## src/rtl/wsd_pkg.sv

```systemverilog
// Package for the WebSocket frame deframer: result record, parser phases, codes.
// Depends on: nothing.
`default_nettype none

package wsd_pkg;

	// Result kinds
	localparam logic [1:0] KIND_PAYLOAD = 2'd0;
	localparam logic [1:0] KIND_EMPTY   = 2'd1;
	localparam logic [1:0] KIND_ERROR   = 2'd2;
	localparam logic [1:0] KIND_CLOSE   = 2'd3;

	// Error codes
	localparam logic [2:0] ERR_NONE      = 3'd0;
	localparam logic [2:0] ERR_UNMASKED  = 3'd1;
	localparam logic [2:0] ERR_CONT      = 3'd2;
	localparam logic [2:0] ERR_RSV       = 3'd3;
	localparam logic [2:0] ERR_CTRL_FRAG = 3'd4;
	localparam logic [2:0] ERR_CTRL_SIZE = 3'd5;
	localparam logic [2:0] ERR_BAD_SIZE  = 3'd6;

	// Opcodes
	localparam logic [3:0] OP_CONT   = 4'h0;
	localparam logic [3:0] OP_TEXT   = 4'h1;
	localparam logic [3:0] OP_BINARY = 4'h2;
	localparam logic [3:0] OP_CLOSE  = 4'h8;

	// Length codes of the second header byte
	localparam logic [6:0] LEN_CTRL_MAX = 7'd125;
	localparam logic [6:0] LEN_EXT16    = 7'd126;
	localparam logic [6:0] LEN_EXT64    = 7'd127;

	typedef enum logic [2:0] {
		PH_HDR0    = 3'd0,
		PH_HDR1    = 3'd1,
		PH_EXT_HI  = 3'd2,
		PH_EXT_LO  = 3'd3,
		PH_KEY     = 3'd4,
		PH_PAYLOAD = 3'd5
	} phase_t;

	// One classified result on its way from parser to output stage.
	// The back end forms payload_byte as data ^ key.
	typedef struct packed {
		logic [1:0]  kind;
		logic [7:0]  data;
		logic [7:0]  key;
		logic [3:0]  opcode;
		logic        last;
		logic [15:0] length;
		logic [2:0]  err;
	} rec_t;

	typedef struct packed {
		logic full;
		logic not_empty;
	} q_status_t;

endpackage

`default_nettype wire

```

## src/rtl/wsd_front.sv

```systemverilog
// Front end of the deframer: header parser, mask key capture, result classification.
// Depends on: wsd_pkg.
`default_nettype none

module wsd_front (
	input  wire logic        clk,
	input  wire logic        arst_n,
	input  wire logic        in_fire,
	input  wire logic [7:0]  rx_byte,
	output logic             push,
	output wsd_pkg::rec_t    rec
);
	import wsd_pkg::*;

	phase_t      phase_q, phase_d;
	logic [7:0]  flags_q, flags_d;
	logic [7:0]  len_hi_q, len_hi_d;
	logic [15:0] remain_q, remain_d;
	logic [15:0] total_q, total_d;
	logic [31:0] key_q, key_d;
	logic [1:0]  kidx_q, kidx_d;
	logic        halted_q, halted_d;

	logic [2:0]  hdr_err;
	logic [15:0] ext_len;
	logic        pay_last;
	logic        is_close;
	logic [7:0]  key_byte;

	// Header checks on the second header byte, in protocol priority order.
	always_comb begin
		hdr_err = ERR_NONE;
		priority if (!rx_byte[7]) begin
			hdr_err = ERR_UNMASKED;
		end else if (flags_q[3:0] == OP_CONT) begin
			hdr_err = ERR_CONT;
		end else if (flags_q[3:0] == OP_TEXT || flags_q[3:0] == OP_BINARY) begin
			if (flags_q[6:4] != 3'd0)
				hdr_err = ERR_RSV;
			else if (rx_byte[6:0] == LEN_EXT64)
				hdr_err = ERR_BAD_SIZE;
		end else if (!flags_q[7]) begin
			hdr_err = ERR_CTRL_FRAG;
		end else if (rx_byte[6:0] > LEN_CTRL_MAX) begin
			hdr_err = ERR_CTRL_SIZE;
		end else if (flags_q[6:4] != 3'd0) begin
			hdr_err = ERR_RSV;
		end else begin
			hdr_err = ERR_NONE;
		end
	end

	assign ext_len  = {len_hi_q, rx_byte};
	assign pay_last = (remain_q <= 16'd1);
	assign is_close = (flags_q[3:0] == OP_CLOSE);

	always_comb begin
		unique case (kidx_q)
			2'd0: key_byte = key_q[31:24];
			2'd1: key_byte = key_q[23:16];
			2'd2: key_byte = key_q[15:8];
			2'd3: key_byte = key_q[7:0];
		endcase
	end

	// Next state
	always_comb begin
		phase_d  = phase_q;
		flags_d  = flags_q;
		len_hi_d = len_hi_q;
		remain_d = remain_q;
		total_d  = total_q;
		key_d    = key_q;
		kidx_d   = kidx_q;
		halted_d = halted_q;
		if (in_fire && !halted_q) begin
			case (phase_q)
				PH_HDR1: begin
					if (hdr_err != ERR_NONE) begin
						halted_d = 1'b1;
					end else begin
						kidx_d = 2'd0;
						key_d  = 32'd0;
						if (rx_byte[6:0] == LEN_EXT16) begin
							phase_d = PH_EXT_HI;
						end else begin
							total_d = {9'd0, rx_byte[6:0]};
							phase_d = PH_KEY;
						end
					end
				end
				PH_EXT_HI: begin
					len_hi_d = rx_byte;
					phase_d  = PH_EXT_LO;
				end
				PH_EXT_LO: begin
					if (ext_len < {9'd0, LEN_EXT16}) begin
						halted_d = 1'b1;
					end else begin
						total_d = ext_len;
						phase_d = PH_KEY;
					end
				end
				PH_KEY: begin
					key_d = {key_q[23:0], rx_byte};
					if (kidx_q != 2'd3) begin
						kidx_d = kidx_q + 2'd1;
					end else begin
						kidx_d   = 2'd0;
						remain_d = total_q;
						if (total_q == 16'd0) begin
							phase_d = PH_HDR0;
							if (is_close)
								halted_d = 1'b1;
						end else begin
							phase_d = PH_PAYLOAD;
						end
					end
				end
				PH_PAYLOAD: begin
					if (pay_last) begin
						remain_d = 16'd0;
						kidx_d   = 2'd0;
						phase_d  = PH_HDR0;
						if (is_close)
							halted_d = 1'b1;
					end else begin
						remain_d = remain_q - 16'd1;
						kidx_d   = kidx_q + 2'd1;
					end
				end
				default: begin
					// first header byte; unused phase codes land here too
					flags_d = rx_byte;
					phase_d = PH_HDR1;
				end
			endcase
		end
	end

	// Outputs: classify the accepted byte into at most one result record
	always_comb begin
		push       = 1'b0;
		rec.kind   = KIND_PAYLOAD;
		rec.data   = 8'd0;
		rec.key    = 8'd0;
		rec.opcode = flags_q[3:0];
		rec.last   = 1'b1;
		rec.length = 16'd0;
		rec.err    = ERR_NONE;
		if (in_fire && !halted_q) begin
			case (phase_q)
				PH_HDR1: begin
					if (hdr_err != ERR_NONE) begin
						push     = 1'b1;
						rec.kind = KIND_ERROR;
						rec.err  = hdr_err;
					end
				end
				PH_EXT_LO: begin
					if (ext_len < {9'd0, LEN_EXT16}) begin
						push     = 1'b1;
						rec.kind = KIND_ERROR;
						rec.err  = ERR_BAD_SIZE;
					end
				end
				PH_KEY: begin
					if (kidx_q == 2'd3 && total_q == 16'd0) begin
						push     = 1'b1;
						rec.kind = is_close ? KIND_CLOSE : KIND_EMPTY;
					end
				end
				PH_PAYLOAD: begin
					rec.length = total_q;
					if (is_close) begin
						push     = pay_last;
						rec.kind = KIND_CLOSE;
					end else begin
						push     = 1'b1;
						rec.data = rx_byte;
						rec.key  = key_byte;
						rec.last = pay_last;
					end
				end
				default: begin
					push = 1'b0;
				end
			endcase
		end
	end

	always_ff @(posedge clk or negedge arst_n) begin
		if (!arst_n) begin
			phase_q  <= PH_HDR0;
			flags_q  <= 8'd0;
			len_hi_q <= 8'd0;
			remain_q <= 16'd0;
			total_q  <= 16'd0;
			key_q    <= 32'd0;
			kidx_q   <= 2'd0;
			halted_q <= 1'b0;
		end else begin
			phase_q  <= phase_d;
			flags_q  <= flags_d;
			len_hi_q <= len_hi_d;
			remain_q <= remain_d;
			total_q  <= total_d;
			key_q    <= key_d;
			kidx_q   <= kidx_d;
			halted_q <= halted_d;
		end
	end

endmodule

`default_nettype wire

```

## src/rtl/wsd_queue.sv

```systemverilog
// Short register queue of result records between parser and output stage.
// Depends on: wsd_pkg.
`default_nettype none

module wsd_queue #(
	parameter int DEPTH = 2
) (
	input  wire logic           clk,
	input  wire logic           arst_n,
	input  wire logic           push,
	input  wire wsd_pkg::rec_t  wr_rec,
	input  wire logic           pop,
	output wsd_pkg::rec_t       rd_rec,
	output wsd_pkg::q_status_t  status
);
	import wsd_pkg::*;

	localparam int PW = (DEPTH > 1) ? $clog2(DEPTH) : 1;
	localparam int CW = $clog2(DEPTH + 1);
	localparam logic [PW-1:0] LAST_PTR = PW'(DEPTH - 1);
	localparam logic [CW-1:0] FULL_CNT = CW'(DEPTH);

	rec_t          slot_q [DEPTH];
	logic [PW-1:0] wr_ptr_q;
	logic [PW-1:0] rd_ptr_q;
	logic [CW-1:0] count_q;
	logic          do_push;
	logic          do_pop;

	assign status.full      = (count_q == FULL_CNT);
	assign status.not_empty = (count_q != '0);
	assign do_push = push && !status.full;
	assign do_pop  = pop && status.not_empty;
	assign rd_rec  = slot_q[rd_ptr_q];

	always_ff @(posedge clk) begin
		if (do_push)
			slot_q[wr_ptr_q] <= wr_rec;
	end

	always_ff @(posedge clk or negedge arst_n) begin
		if (!arst_n) begin
			wr_ptr_q <= '0;
			rd_ptr_q <= '0;
			count_q  <= '0;
		end else begin
			if (do_push)
				wr_ptr_q <= (wr_ptr_q == LAST_PTR) ? '0 : wr_ptr_q + 1'b1;
			if (do_pop)
				rd_ptr_q <= (rd_ptr_q == LAST_PTR) ? '0 : rd_ptr_q + 1'b1;
			if (do_push && !do_pop)
				count_q <= count_q + 1'b1;
			else if (do_pop && !do_push)
				count_q <= count_q - 1'b1;
		end
	end

endmodule

`default_nettype wire

```

## src/rtl/wsd_back.sv

```systemverilog
// Back end of the deframer: unmask the payload byte and hold the result register.
// Depends on: wsd_pkg.
`default_nettype none

module wsd_back (
	input  wire logic           clk,
	input  wire logic           arst_n,
	input  wire wsd_pkg::q_status_t q_status,
	input  wire wsd_pkg::rec_t  q_rec,
	output logic                pop,
	output logic                out_valid,
	input  wire logic           out_ready,
	output logic [1:0]          kind,
	output logic [7:0]          payload_byte,
	output logic [3:0]          frame_opcode,
	output logic                frame_last,
	output logic [15:0]         frame_length,
	output logic [2:0]          fault_code
);
	import wsd_pkg::*;

	logic        valid_q;
	logic [1:0]  kind_q;
	logic [7:0]  byte_q;
	logic [3:0]  opcode_q;
	logic        last_q;
	logic [15:0] length_q;
	logic [2:0]  err_q;

	// refill whenever the register is empty or its beat leaves this cycle
	assign pop = q_status.not_empty && (!valid_q || out_ready);

	always_ff @(posedge clk or negedge arst_n) begin
		if (!arst_n) begin
			valid_q <= 1'b0;
		end else if (pop) begin
			valid_q <= 1'b1;
		end else if (out_ready) begin
			valid_q <= 1'b0;
		end
	end

	always_ff @(posedge clk) begin
		if (pop) begin
			kind_q   <= q_rec.kind;
			byte_q   <= q_rec.data ^ q_rec.key;
			opcode_q <= q_rec.opcode;
			last_q   <= q_rec.last;
			length_q <= q_rec.length;
			err_q    <= q_rec.err;
		end
	end

	assign out_valid    = valid_q;
	assign kind         = kind_q;
	assign payload_byte = byte_q;
	assign frame_opcode = opcode_q;
	assign frame_last   = last_q;
	assign frame_length = length_q;
	assign fault_code   = err_q;

endmodule

`default_nettype wire

```

## src/rtl/websocket_frame_deframer.sv

```systemverilog
// Top level of the WebSocket client-to-server frame deframer.
// Depends on: wsd_pkg, wsd_front, wsd_queue, wsd_back.
//
//   channel | signals                         | width | beat
//   --------+---------------------------------+-------+--------------------------
//   in      | in_valid, in_ready, rx_byte     | 8     | one received stream byte
//   out     | out_valid, out_ready, kind,     | 34    | one result: payload byte,
//           | payload_byte, frame_opcode,     |       | empty frame, error or
//           | frame_last, frame_length,       |       | close received
//           | fault_code                      |       |
//
// One input beat per cycle while in_ready is high; a result is written into a
// queue slot at its acceptance edge and moves to the output register when free.
// in_ready drops only while all QUEUE_DEPTH queue slots hold results.
// Reset is asynchronous and active low and puts the parser at the first
// header byte. After an error or a close, input beats are still taken
// and dropped without result until reset.
`default_nettype none

module websocket_frame_deframer #(
	parameter int QUEUE_DEPTH = 2
) (
	input  wire logic        clk,
	input  wire logic        arst_n,
	input  wire logic        in_valid,
	output logic             in_ready,
	input  wire logic [7:0]  rx_byte,
	output logic             out_valid,
	input  wire logic        out_ready,
	output logic [1:0]       kind,
	output logic [7:0]       payload_byte,
	output logic [3:0]       frame_opcode,
	output logic             frame_last,
	output logic [15:0]      frame_length,
	output logic [2:0]       fault_code
);
	import wsd_pkg::*;

	logic      in_fire;
	logic      push;
	logic      pop;
	rec_t      front_rec;
	rec_t      head_rec;
	q_status_t q_status;

	// Accept whenever a slot is free; a beat produces at most one result,
	// so a free slot always has room for it.
	assign in_ready = !q_status.full;
	assign in_fire  = in_valid && in_ready;

	// Parse headers, capture the key and classify each accepted beat
	wsd_front u_front (
		.clk     (clk),
		.arst_n  (arst_n),
		.in_fire (in_fire),
		.rx_byte (rx_byte),
		.push    (push),
		.rec     (front_rec)
	);

	// Decouple parser from output back-pressure
	wsd_queue #(
		.DEPTH (QUEUE_DEPTH)
	) u_queue (
		.clk    (clk),
		.arst_n (arst_n),
		.push   (push),
		.wr_rec (front_rec),
		.pop    (pop),
		.rd_rec (head_rec),
		.status (q_status)
	);

	// Unmask and hold the result beat until it is taken
	wsd_back u_back (
		.clk          (clk),
		.arst_n       (arst_n),
		.q_status     (q_status),
		.q_rec        (head_rec),
		.pop          (pop),
		.out_valid    (out_valid),
		.out_ready    (out_ready),
		.kind         (kind),
		.payload_byte (payload_byte),
		.frame_opcode (frame_opcode),
		.frame_last   (frame_last),
		.frame_length (frame_length),
		.fault_code   (fault_code)
	);

endmodule

`default_nettype wire

```

## config.mk

```make
export PLATFORM = sky130hd
export DESIGN_NAME = websocket_frame_deframer
export DESIGN_NICKNAME = d
export VERILOG_FILES = /design/src/rtl/wsd_pkg.sv /design/src/rtl/wsd_front.sv /design/src/rtl/wsd_queue.sv /design/src/rtl/wsd_back.sv /design/src/rtl/websocket_frame_deframer.sv
export SDC_FILE = /design/constraint.sdc
export NUM_CORES = 1
export LEC_CHECK = 0
export BUFFER_PORTS_ARGS = -buffer_cell sky130_fd_sc_hd__buf_2
export CAP_MARGIN = 15
export CORE_MARGIN = 5
export CORE_UTILIZATION = 39
export CTS_CLUSTER_DIAMETER = 100
export DETAILED_ROUTE_END_ITERATION = 12
export PLACE_DENSITY = 0.66
export SLEW_MARGIN = 20
export SYNTH_ARGS = -nofsm -noshare
export SYNTH_HDL_FRONTEND = slang
export SYNTH_SLANG_ARGS = --single-unit
export TNS_END_PERCENT = 5
```

## constraint.sdc

```tcl
create_clock -name clk -period 9.81 [get_ports clk]
set_input_delay 0.4905 -clock clk [delete_from_list [all_inputs] [get_ports clk]]
set_output_delay 0.4905 -clock clk [all_outputs]
set_load 0.02 [all_outputs]
```

# Word-level counts from Yosys, hierarchy flattened
# Memories as Yosys holds them, arrays and structs flattened.
# Index checks and enable logic that the tools add are counted.
# Widths: inputs -> output; s select.
# word_totals
reg_bits	125
latchBits	0
mem_bits_rw	84
mem_bits_ro	0
in_bits	12
n_memories	1
# mem_list
memory	words	width	rd	rd_ports_with_merged_regs	wr	line_no	text
u_queue.slot_q	2	42	1	0	1	wsd_queue.sv:23	rec_t slot_q [DEPTH];
# op_classes
n_addsub	6
n_mul	0
n_div	0
n_lt_le_gt_ge	3
n_eq_ne	23
shifts	0
muxes	65
n_bitwise	2
reduce_logical	37
# op_table
cell	count
$mux 16	7
$pmux 16 s2	2
$pmux 32 s2	1
$mux 3	15
$mux 32	1
$pmux 8 s4	1
$mux 2	11
$mux 20	1
$mux 1	18
$mux 18	1
$mux 17	1
$le 16x1->1 const B	1
$logic_not 16->1	1
$lt 16x7->1 const B	1
$sub 16x1->16 const B	1
$pmux 3 s5	1
$eq 7x7->1 const B	2
$reduce_bool 2->1	6
$ne 2x2->1 const B	5
$reduce_and 5->1	2
$reduce_and 3->1	3
$reduce_bool 3->1	3
$logic_and 1x1->1	8
$ne 2x1->1 const B	4
26 further kinds	39

# Depth between registers and ports, before layout
# Gate-level depths: netlist of run 1.
# depth
word_depth	16
ltp_mapped	11

# Cells and area by module
# From an unflattened synthesis of run 1, not the netlist that was laid out.
# unflattened
hier_cells	715
area_unflattened_um2	9379.0
# by_module_without_submodules
module	n_inst	cells_per_inst	area_each_um2	seq_area_each_um2
wsd_front	1	517	4803.4	2152.1
wsd_queue	1	150	3430.8	2622.5
wsd_back	1	46	1134.8	1046.0
websocket_frame_deframer	1	2	10.0	0.0

# Worst setup path before layout of run 1
# Ideal clock, no wire load.
# synth_timing
path_kind	register -> register
start	reg u_front.remain_q[9]
end	mem u_queue.slot_q[0][0] (netlist bit), enable pin
setup_time_ns	0.446
t_arrival_ns	3.996
required_ns	9.364
slack_ns	5.368
stages_incl_launch_ff	8
path_cell_list	dfrtp_1 or4_1 clkbuf_1 or4_4 nor2_1 o21ai_0 a31oi_2 nor2b_1
# synth_between
elab_chain_len	7
# synth_rtl
item	line_no	text
start: declaration	wsd_front.sv:18	logic [15:0] remain_q, remain_d;
start signal: assignment	wsd_front.sv:206	remain_q <= remain_d;
$le 16x1->1	wsd_front.sv:54	assign pay_last = (remain_q <= 16'd1);
$mux 1	wsd_front.sv:175	if (is_close) begin
$pmux 1 s4	wsd_front.sv:152	case (phase_q)
$mux 1	wsd_front.sv:151	if (in_fire && !halted_q) begin
$logic_and 1x1->1	wsd_queue.sv:32	assign do_push = push && !status.full;
named net u_queue.do_push	wsd_queue.sv:27	logic do_push;
$mux 1	wsd_queue.sv:37	if (do_push)
$mux 1 (not written as such)	wsd_queue.sv:38	slot_q[wr_ptr_q] <= wr_rec;
end: declaration	wsd_queue.sv:23	
# The timed path passes the listed nets, and every way through them passes these cells.

# Worst setup path after layout of run 1
# layout_timing
start	reg u_front.remain_q[9]
end	mem u_queue.slot_q[0][11] (netlist bit), enable pin
# Same word-level chain as after synthesis.

==> results of run 1 <==
==> worst reg2reg max path, stage by stage (launching register included) <==
cell     delay, ns
dfrtp_1       0.42
or4_1         0.68
or4_4         0.59
nor2_1        0.19
o21ai_0       0.13
a31oi_2       0.24
nor2b_4       0.52
buf_4         0.41
==> repair_timing <==
| item | in CTS | in global routing |
|---|---|---|
| buffers inserted | 0 | 0 |
| endpoints found under the hold margin | 19 | 0 |
| hold buffers | 1 | 0 |
==> cell usage after synthesis, types with 2 or more instances <==
master	count
a21o_1	2
or3_1	3
nor4_1	9
edfxtp_1	118
nor2_1	36
o21ai_1	2
nand4_1	2
nand3_1	7
a22o_1	41
o21ai_0	45
buf_2	4
and2_1	12
mux2_2	48
mux2i_1	2
or4_1	5
a32oi_1	6
xor2_1	12
dfrtp_1	91
a21oi_1	32
nand2b_1	2
xnor2_1	10
clkbuf_1	29
nor2b_1	3
or2_2	2
nand3b_1	2
and3_1	19
ha_1	7
a222oi_1	8
nand2_1	39
inv_1	12
a22oi_1	6
nor3_1	18
buf_1	2
==> logic make-up after synthesis <==
family / Yosys count / share of synthesized area
flops: 209 / 0.660
mux: 51 / 0.0653
fa+ha+maj: 8 / 0.0111
compound gates: 154 / 0.120
buf+inv: 49 / 0.0227
xor+xnor: 22 / 0.0219
simple gates: 166 / 0.0985
==> worst max path at each step <==
stage | start | end | slack (ns) | cells after the start
4_1_cts | u_front.remain_q[9] | u_queue.slot_q[1][3] | 6.27 | 6
2_1_floorplan | u_front.remain_q[9] | u_queue.slot_q[0][0] | 5.37 | 7
3_3_place_gp | u_front.remain_q[9] | u_queue.slot_q[0][9] | 6.36 | 7
5_1_grt | u_front.remain_q[9] | u_queue.slot_q[1][40] | 6.10 | 6
3_5_place_dp | u_front.remain_q[9] | u_queue.slot_q[1][32] | 6.29 | 6
6_report | u_front.remain_q[9] | u_queue.slot_q[0][11] | 6.30 | 7
==> per-stage QoR <==
step,instance area (um^2),hold slack [ns],std cells
floorplan,8810,0.195,659
global placement,9340,0.394,963
detailed placement,9340,0.390,963
CTS,10100,0.281,1004
global route,10100,0.310,1004
finish,10100,0.300,1004
==> sequential cells by signal (all words and copies together), names as in the netlist, 2 cells and up <==
name                 flops
u_front.kidx_q           2
u_front.len_hi_q         8
u_front.remain_q        16
u_front.total_q         16
u_queue.count_q          2
u_front.phase_q          3
u_queue.slot_q          84
u_back.frame_opcode      4
u_back.kind              2
u_front.key_q           32
u_back.fault_code        3
u_front.flags_q          8
u_back.frame_length     16
u_back.payload_byte      8
==> per-layer routing <==
layer	GRT usage	up-vias	part of all wire
li1	-	2587	-
met1	0.221	2743	0.48
met2	0.216	167	0.45
met3	0.0249	23	0.056
met4	0.0305	0	0.015
met5	0	-	0
==> area by class of cell <==
class / instances / area share
Tap cell: 285 / 0.0353
Clock buffer: 32 / 0.0635
Sequential cell: 209 / 0.576
Clock inverter: 8 / 0.0110
Inverter: 12 / 0.00446
Multi-Input combinational cell: 401 / 0.278
Timing Repair Buffer: 57 / 0.0312
==> power groups by stage <==
stage	registers (mW)	clock network [mW]	logic, mW
floorplan	1.34	0	0.497
global placement	1.33	0	0.740
detailed placement	1.33	0	0.754
CTS	1.32	0.862	0.759
global route	1.34	0.901	0.827
finish	1.32	0.845	0.755
==> flow_summary_export.csv, run 1 <==
group,metric,value,unit
run_status,status,"completed",
final_layout,final_util,0.450,
final_layout,nNetsFinal,722,
cts,cts_resized,0,
synth,synth_edf_count,118,
timing,fin_skew,0.0172,ns
routing,drt-vias-per-instance,5.50,
synth,syn_nets,678,
cts,cts_sinks,209,
final_layout,multi_input_area,2810,um^2
power_and_ir_drop,pwr-share-clk,0.290,
synth,ys.flop_type,"edfxtp_1",
setup_path,worstPathRequired,9.98,ns
final_layout,antenna_cells,0,
die,die_h,160,um
synth,synthDistinctLibCells,56,
synth,yosys.area.top_type,"edfxtp_1",
global_route,grt_max_degree,73,
cts,cts_buffers,22,
global_route,antenna_found_initial,0,
routing,detail_route.wl_per_cell,18.9,um
final_layout,drive_above_1_share,0.214,
placed_design,hpwl,12600,um
synth,synthTopCellsByArea,"edfxtp_1 40%, dfrtp_1 26%, mux2_2 6.1%",
worst_hold_path,worstHoldStart,"rx_byte[3]",
final_layout,area_growth_syn_to_layout,14.6,%
synth,postSynthCellCount,659,
timing,slew_headroom,0.239,
setup_path,critPathMaxStageDelay,0.68,ns
final_layout,mostFrequentLayoutCells,"118 x edfxtp_1, 91 x dfrtp_1, 48 x mux2_2",
routing,drc,0,
cts,insertion_delay,0.51,ns
die,die_w,160,um
timing,fin_ws,6.30,ns
timing,fmax,285,MHz
worst_hold_path,hold_depth,2,
timing,worst_pin_slew,1.11,ns
setup_path,crit_slowest_cell,"or4_1",
timing,setup-violations-final,0,
setup_path,rrSetupSlack,6.30,ns
setup_path,r2r-start,"u_front.remain_q[9]",
final_layout,final_common_cell,"edfxtp_1",
placed_design,portBuffers,47,
global_route,grt-ovfl-total,0,
die,core_area,22400,um^2
timing,finalHoldViolCount,0,
cts,clockRootBuffer,"clkbuf_16",
synth,synth_area,8810,um^2
timing,slew_violations,0,
final_layout,fillers,2038,
synth,syn_avg_cell_area,13.4,um^2
routing,dr.pass1.iters,6,
die,io_pins,48,
run,max-cap-violations,0,
timing,finalCritPeriodShare,0.358,
synth,synth_seq_area_share,0.660,
timing,rsz0062_at_grt,"false",
setup_path,cp.arrival,3.68,ns
power_and_ir_drop,ir_drop,0.145,mV
setup_path,critical_path_class,"reg -> reg",
timing,setup_tns,0,ns
setup_path,cp_cell_sequence,"or4_1 > or4_4 > nor2_1 > o21ai_0 > a31oi_2 > nor2b_4 > buf_4",
synth,ys_warn_count,0,
placed_design,gp_congestion,0.877,
synth,synthArstFlopShare,0.435,
cts,clock_path_buffers,3,
final_layout,seq_area,5820,um^2
cts,clk_pin_slew_worst_paths,0.06,ns
global_route,track_usage,0.144,
power_and_ir_drop,switchingPower,963,uW
setup_path,r2r-end,"u_queue.slot_q[0][11]",
power_and_ir_drop,intPower,1.95,mW
power_and_ir_drop,powerDensity,289,nW/um^2
worst_hold_path,hold_class,"in -> reg",
routing,first_iter_violations,624,
power_and_ir_drop,p_total,2.92,mW
setup_path,path_buf_inv,1,
die,start_util,0.393,
routing,drt_wl_total,19000,um
routing,postRouteAntennaNets,0,
setup_path,worstPathMaxFanout,24,
power_and_ir_drop,power_frac_comb,0.259,
synth,synth-seq-cells,209,
setup_path,cp-start-kind,"flip-flop",
routing,num_vias,5520,
global_route,grt_pass1_vias,5245,
power_and_ir_drop,sw_frac_of_total,0.330,
die,dieArea,25700,um^2
die,core.rowCount,55,
global_route,grt_first_pass_wirelength,30000,um
setup_path,r2r_cells,7,
worst_hold_path,whs_endpoint,"u_front.key_q[3]",
power_and_ir_drop,p_leak,3.97,nW
setup_path,cp_top_family,"simple AND/OR/NAND/NOR gates",
synth,synth_top_area_frac,0.402,
timing,final.min_clock_period,3.51,ns
power_and_ir_drop,seqPwrFrac,0.452,
cts,cts_tree,"yes",
setup_path,worstSetupEndpointType,"flip-flop",
placed_design,pre_cts_ws,6.29,ns
cts,h-tree-depth,1,
Note: power is estimated with default switching activity, not from simulation.
==> run 2, diff against run 1 <==
- clock period: 9.81 -> 3.5 ns (I/O delays scaled with it)
==> run 2 against run 1 <==
Compared with the run above:
- total power grew to 2.9 times the previous value
- via count grew 0.92%
- utilization grew 0.86 points
- largest cell class unchanged
==> flow_summary_export.csv, run 2 (synthesized netlist as in run 1, its figures left out) <==
group,metric,value,unit
final_layout,largest_reg_flops,84,
global_route,antenna_found_initial,0,
setup_path,cp.arrival,3.21,ns
routing,postRouteAntennaNets,0,
die,dieArea,25700,um^2
routing,drt_wl_total,18600,um
timing,rsz0062_at_grt,"false",
routing,drc,0,
timing,finalCritPeriodShare,0.869,
final_layout,largest-register,"u_queue.slot_q",
cts,clock_path_buffers,3,
cts,h-tree-depth,1,
routing,first_iter_violations,389,
die,die_h,160,um
cts,clockRootBuffer,"clkbuf_16",
placed_design,gp_congestion,0.859,
global_route,grt_max_degree,60,
timing,worst_pin_slew,0.891,ns
global_route,grt-ovfl-total,0,
power_and_ir_drop,intPower,5.78,mW
power_and_ir_drop,p_leak,4.07,nW
power_and_ir_drop,sw_frac_of_total,0.313,
final_layout,mostFrequentLayoutCells,"118 x edfxtp_1, 90 x dfrtp_1, 48 x mux2_2",
global_route,track_usage,0.142,
power_and_ir_drop,powerDensity,817,nW/um^2
timing,finalHoldViolCount,0,
cts,cts_sinks,209,
setup_path,worstPathMaxFanout,42,
final_layout,nNetsFinal,733,
final_layout,drive_above_1_share,0.227,
final_layout,largest_registers,"u_queue.slot_q (84), u_front.key_q (32)",
die,die_w,160,um
final_layout,area_growth_syn_to_layout,16.8,%
global_route,grt_first_pass_wirelength,30200,um
routing,drt-vias-per-instance,5.50,
cts,insertion_delay,0.49,ns
timing,setup_tns,0,ns
setup_path,critical_path_class,"reg -> reg",
power_and_ir_drop,ir_drop,0.324,mV
timing,final.min_clock_period,3.04,ns
run_status,status,"completed",
placed_design,dp.cells,974,
timing,fin_skew,0.0148,ns
timing,slew_headroom,0.391,
worst_hold_path,hold_class,"in -> reg",
die,io_pins,48,
timing,fmax,329,MHz
die,core_area,22400,um^2
die,start_util,0.393,
setup_path,worstSetupEndpointType,"flip-flop",
setup_path,cp-start-kind,"flip-flop",
routing,dr.pass1.iters,5,
final_layout,final_common_cell,"edfxtp_1",
placed_design,portBuffers,47,
routing,num_vias,5571,
power_and_ir_drop,seqPwrFrac,0.439,
run,max-cap-violations,0,
cts,cts_buffers,21,
power_and_ir_drop,pwr-share-clk,0.311,
cts,cts_tree,"yes",
placed_design,hpwl,11900,um
die,core.rowCount,55,
setup_path,worstPathRequired,3.67,ns
power_and_ir_drop,power_frac_comb,0.250,
final_layout,layout.cells.non_filler,1013,
final_layout,antenna_cells,0,
global_route,grt_pass1_vias,5403,
routing,detail_route.wl_per_cell,18.3,um
timing,holdWs,0.0677,ns
setup_path,r2r_cells,7,
timing,setup-violations-final,0,
timing,slew_violations,0,
cts,clk_pin_slew_worst_paths,0.07,ns
power_and_ir_drop,switchingPower,2.63,mW
worst_hold_path,hold_depth,2,
## run 2: cell types whose count changed in the layout (fill, tap and decap cells not counted), moves of 2 or more
cell       delta
clkbuf_1      -3
clkbuf_8      -4
buf_12        +2
buf_4         +9
bufinv_16     +4
clkbuf_16     +2
## run 2: worst paths after layout
path / slack (ns) / start / end
max reg2reg: 0.46 / u_front.remain_q[9] / u_queue.slot_q[0][13]
max in group asynchronous: 2.46 / arst_n / u_queue.rd_ptr_q
max: 0.46 / u_front.remain_q[9] / u_queue.slot_q[0][13]
min in group asynchronous: 0.29 / arst_n / u_front.remain_q[10]
min reg2reg: 0.49 / u_front.halted_q / u_front.halted_q
min: 0.07 / rx_byte[7] / u_front.key_q[7]
## run 2: critical path: stages (launching register included)
cell	delay (ns)
dfrtp_1	0.42
or4_1	0.66
or4_4	0.59
nor2_1	0.17
o21ai_0	0.13
a31oi_2	0.26
nor2b_4	0.22
buf_12	0.25
## run 2: power by group through the flow
stage	Combinational [mW]	Sequential [mW]	Clock (mW)
final	2.10	3.70	2.62
after global routing	2.32	3.77	2.75
after CTS	2.12	3.69	2.67
after detailed placement	2.10	3.73	0
after global placement	2.08	3.71	0
after floorplan	1.40	3.75	0
## run 2: per-layer routing
metal  vias to the layer above  track usage  wire (um)
met5                         -            0          0
met4                         0       0.0375        343
met3                        24       0.0210       1080
met2                       178        0.228       8580
met1                      2764        0.205       8540
li1                       2605            -          -
## run 2: layout make-up
cell class	count	area [um^2]
Fill cell	1953	12100
Timing Repair Buffer	69	433
Clock inverter	11	213
Multi-Input combinational cell	401	2810
Tap cell	285	357
Inverter	12	45.0
Clock buffer	26	618
Sequential cell	209	5820
## run 2: what timing repair did
action / in CTS / in global routing
setup buffers: 0 / 0
hold buffers: 2 / 0
hold endpoints to repair: 58 / 0
gates resized for setup: 0 / 0
## run 2: stage by stage
stage | power [mW] | worst slack, ns | util | instance area [um^2]
after CTS | 8.47 | 0.458 | 0.459 | 10300
after global routing | 8.85 | 0.277 | 0.459 | 10300
after detailed placement | 5.83 | 0.479 | 0.421 | 9440
after floorplan | 5.15 | -0.0381 | - | 8820
after global placement | 5.78 | 0.543 | 0.421 | 9440
final | 8.41 | 0.458 | 0.459 | 10300
